$ cat config.mk
export PLATFORM = sky130hd
export DESIGN_NAME = ibm_find
export DESIGN_NICKNAME = d
export VERILOG_FILES = /design/src/rtl/ibm_pkg.sv /design/src/rtl/ibm_find.sv
export SDC_FILE = /design/constraint.sdc
export NUM_CORES = 1
export LEC_CHECK = 0
export BUFFER_PORTS_ARGS = -buffer_cell sky130_fd_sc_hd__buf_2
export CORE_MARGIN = 4
export CORE_UTILIZATION = 40
export DETAILED_ROUTE_END_ITERATION = 8
export GPL_TIMING_DRIVEN = 0
export PLACE_DENSITY = 0.68
export REMOVE_ABC_BUFFERS = 1
export SKIP_LAST_GASP = 1
export SLEW_MARGIN = 25
export SYNTH_ARGS = -nofsm -noshare
export SYNTH_HDL_FRONTEND = slang
export SYNTH_SLANG_ARGS = --single-unit
$ cat constraint.sdc
create_clock -name vclk -period 3
set_input_delay 0.3 -clock vclk [all_inputs]
set_output_delay 0.3 -clock vclk [all_outputs]
set_load 0.02 [all_outputs]
$ cat src/rtl/ibm_pkg.sv
`default_nettype none
package ibm_pkg;

    localparam int DEF_MAX_GROUPS    = 16;
    localparam int DEF_MAX_PER_GROUP = 8192;
    localparam int DEF_WORD_BITS     = 32;

    localparam int EPG_W      = 14;
    localparam int NG_W       = 5;
    localparam int RSV_W      = 13;
    localparam int NUM_W      = 18;
    localparam int CNT_W      = 14;
    localparam int TOT_W      = 18;
    localparam int CMD_W      = 2;
    localparam int HINT_W     = 4;
    localparam int STAT_W     = 2;
    localparam int CFG_IDX_W  = 2;
    localparam int CFG_DATA_W = 14;
    localparam int POS_W      = 6;
    localparam int IN_W       = 24;
    localparam int OUT_W      = 40;

    localparam logic [EPG_W-1:0] EPG_RST = 14'd8192;
    localparam logic [NG_W-1:0]  NG_RST  = 5'd16;
    localparam logic [RSV_W-1:0] RSV_RST = 13'd11;

    localparam logic [CNT_W-1:0] CNT_MAX   = '1;
    localparam logic [TOT_W-1:0] TOTAL_MAX = '1;

    localparam logic [CMD_W-1:0] CMD_ALLOC = 2'd0;
    localparam logic [CMD_W-1:0] CMD_FREE  = 2'd1;
    localparam logic [CMD_W-1:0] CMD_INIT  = 2'd2;
    localparam logic [CMD_W-1:0] CMD_NOP   = 2'd3;

    localparam logic [STAT_W-1:0] STAT_OK       = 2'd0;
    localparam logic [STAT_W-1:0] STAT_FULL     = 2'd1;
    localparam logic [STAT_W-1:0] STAT_NOT_ALLOC = 2'd2;
    localparam logic [STAT_W-1:0] STAT_RANGE    = 2'd3;

    localparam logic [CFG_IDX_W-1:0] REG_EPG = 2'd0;
    localparam logic [CFG_IDX_W-1:0] REG_NG  = 2'd1;
    localparam logic [CFG_IDX_W-1:0] REG_RSV = 2'd2;

    typedef struct packed {
        logic             found;
        logic [POS_W-1:0] pos;
    } ibm_find_t;

endpackage
`default_nettype wire

$ cat src/rtl/ibm_find.sv
`default_nettype none
module ibm_find
    import ibm_pkg::*;
#(
    parameter int WORD_BITS = DEF_WORD_BITS
) (
    input  wire logic [WORD_BITS-1:0] word,
    input  wire logic [EPG_W-1:0]     word_idx,
    input  wire logic [EPG_W-1:0]     lo,
    input  wire logic [EPG_W-1:0]     epg,
    output ibm_find_t                 res
);

    localparam int BW = $clog2(WORD_BITS);

    // lowest clear bit whose index lies in [lo, epg)
    always_comb
    begin
        logic [EPG_W:0] idx;
        res = '0;
        for (int k = WORD_BITS - 1; k >= 0; k--)
        begin
            idx = ((EPG_W+1)'(word_idx) << BW) + (EPG_W+1)'(k);
            if (!word[k] && idx >= (EPG_W+1)'(lo) && idx < (EPG_W+1)'(epg))
            begin
                res.found = 1'b1;
                res.pos   = POS_W'(k);
            end
        end
    end

endmodule
`default_nettype wire

==> reports/summary.md <==
The run finished, with violations left. The final reports fail on negative setup slack. Measured along the y axis, the die boundary spans 82.4 µm. The first global-routing pass estimated 15500 µm of wire.

The tools report the worst vdd rail ir drop as 0.0000979 V. After global routing the overflow that remains totals 0. The via count of the first global-routing pass was 3171; the measured slew at the worst slew-check pin was 0.752 ns. Setup violations remaining at the end of the flow were counted as 6. The logs give 1.01 for the final estimated routing congestion in global placement and 0 for the number of pins with negative max-slew slack in the final report. The core area was 5240 µm²; the compound-cell area share of the yosys netlist was 44.7%. After detailed routing, the total wire length is 10700 µm. The count of buffers inserted at the top-level ports was 76. A synthesized cell averages 6.65 µm². After synthesis, the cell types taking the most area are ha_1, a21oi_1, nand2_1. Count of vias placed by the detailed router: 3392. Synthesis handed over a netlist of 333 instances.

The area added between synthesis and finish was 64.9%. The final routed wire length divided by cell count came out at 21.1 µm. The startpoint-to-endpoint class of the critical path was primary input to output port. For this run, the register share of the synthesized area comes to 0%. At the end of the flow, the number of nets in the layout was 534.

The die covers 6790 µm². Summed over all cells, the static leakage comes to 1.52 nW. Via count normalized by instance count: 6.68. For hold timing, the worst endpoint is res[0]. The layout has 408 filler cells. 81 I/O pins were placed.

The simple-gate portion of the synthesized area is 36.8%, and the number of max-capacitance violations reported is 0. The tools report the initial antenna violation count as 0. For the number of different library cells in the post-synthesis netlist, the log shows 68. In this run the most critical hold path is launched from word[1].

The antenna diode count was 0. For the pin count of the biggest net entering global routing, the log shows 17. Setup repair after global routing could not meet its margin everywhere. Share of the synthesized area in the top cell type: 11.3%. Number of hold violations in the final report: 0.

The maximum achievable frequency was 0.291 GHz. The multi-input combinational cell area is 2670 µm². The post-DP HPWL is 6730 µm, and the Yosys warning count is 0.

In this run the worst path has a maximum fanout of 4. The launching element type of the critical path is a primary input. The tools report the data required time at the worst endpoint as 2.70 ns. The tightest min-delay check is of the primary input to output port type. The count of flip-flops and latches is 0, and the number of cells after detailed placement is 467.

The run gives -0.435 ns as the final worst-path setup slack. Sorting the synthesized cells by how often they occur yields a21oi_1, nand2_1, nor2_1. Subtracting the final worst setup slack from the clock period gives 3.44 ns. The synthesized-area fraction occupied by adder cells is 11.3%. Measured along the x axis, the die boundary spans 82.4 µm. The largest area contributor in the synthesized netlist is ha_1. By instance count, the leading cell after synthesis is a21oi_1. The tools report the overall routing resource usage as 29.1%. Dividing the final minimum period by the clock period gives 115%. The post-layout instance count excluding filler cells was 508; the count of clock-net buffers in the final layout was 0. The mapped cell area was 2220 µm². Total DRC errors in the routed layout: 0. After clock tree synthesis, the flow added hold-fix buffers numbering 0. Main combinational cell family by area after synthesis: compound AO/OA/AOI/OAI gates. The remaining antenna violation count was 0.

The number of iterations in the first detailed-routing pass was 5; the xor/xnor share of the synthesized area was 0%. The endpoint kind of the worst setup timing path was an output port. The share of post-route cells with drive strength above 1 is 48.6%, and the placement row count is 26. In this run, the number of DRC markers left after iteration 0 of detailed routing was 480.

The worst hold slack was 1.11 ns; the worst relative slew slack was 49.5%. In this run the power density over the cells is 193 nW/µm². For the worst setup path, the data arrival time is 3.14 ns. The worst hold path was traced through 5 stages. The tools report the sequential cell area in the final layout as 0 µm².

Multiplexer share of the synthesized area: 0%. For the starting density of the core, the log shows 42.3%.
## worst max-delay path: stages
cell,delay (ns)
buf_2,0.14
ha_4,0.31
nand4_1,0.14
buf_4,0.19
nor3_4,0.31
nand2_1,0.15
a2111oi_4,0.58
o21ba_1,0.26
a2111oi_4,0.25
a21oi_2,0.11
nor4_2,0.23
buf_4,0.18
## metrics by stage
| step | cell area, µm² | setup TNS [ns] | setup WS, ns | utilization (%) | total power, mW |
|---|---|---|---|---|---|
| floorplan | 2150 | -0.766 | -0.405 | - | 0.310 |
| global placement | 2620 | -4.83 | -1.12 | 50.1 | 0.457 |
| detailed placement | 2620 | -4.85 | -1.13 | 50.1 | 0.460 |
| CTS | 3410 | -1.37 | -0.353 | 65.1 | 0.612 |
| global route | 3650 | -2.21 | -0.478 | 69.8 | 0.744 |
| finish | 3650 | -1.70 | -0.435 | 69.8 | 0.704 |
## metal layers
layer | vias to the layer above | part of all wire (%) | track usage, %
met5 | - | 0 | 0
met4 | 0 | 3.4 | 8.97
met3 | 56 | 12 | 2.82
met2 | 306 | 47 | 49.7
met1 | 1526 | 38 | 38.4
li1 | 1504 | - | -
## what timing repair did
action                                  CTS  global route
pin swaps                                47            36
cloned                                    0             0
endpoints found under the setup margin    6             6
buffers inserted                         32             9
gates resized for setup                  87            36
## cell usage in the layout (no fill, tap or decap), types with 5 or more instances in the layout
master / netlist / routed
nand2_2: 0 / 6
buf_4: 1 / 35
a21oi_2: 2 / 6
nand4_1: 5 / 5
nor2_1: 29 / 27
or3_1: 7 / 5
nor3_1: 12 / 8
nand2_1: 37 / 31
ha_4: 0 / 12
inv_1: 25 / 20
buf_2: 4 / 66
a2111oi_4: 2 / 7
a21oi_1: 39 / 32
buf_6: 1 / 12
ha_1: 20 / 7
nand3_1: 9 / 8
o21ai_0: 18 / 18
a21o_1: 12 / 11
nor3_4: 0 / 6
## how the worst max path moves through the flow
stage	cells past startpoint	startpoint	end	slack [ns]
floorplan	11	lo[12]	res[0]	-0.41
global placement	12	word_idx[7]	res[0]	-1.12
detailed placement	12	word_idx[7]	res[0]	-1.13
CTS	12	word_idx[8]	res[0]	-0.35
global route	13	lo[10]	res[0]	-0.48
finish	12	word_idx[5]	res[0]	-0.44
## area by class of cell
cell class	instances	share of cell area [%]
Tap cell	70	2.40
Inverter	25	2.71
Timing Repair Buffer	117	21.8
Multi-Input combinational cell	296	73.0
## power breakdown
| part | switching (mW) | internal (mW) | leakage (nW) |
|---|---|---|---|
| logic | 0.394 | 0.310 | 1.52 |
| clock network | 0 | 0 | 0 |
| registers | 0 | 0 | 0 |
| total | 0.394 | 0.310 | 1.52 |
## cell families (layout without fill, tap and decap cells)
kind of cell / Yosys count / after routing
compound gates: 133 / 133
fa+ha+maj: 20 / 20
buf+inv: 37 / 142
other cells: 1 / 1
simple gates: 142 / 142
Power figures use the tool's default switching activity.
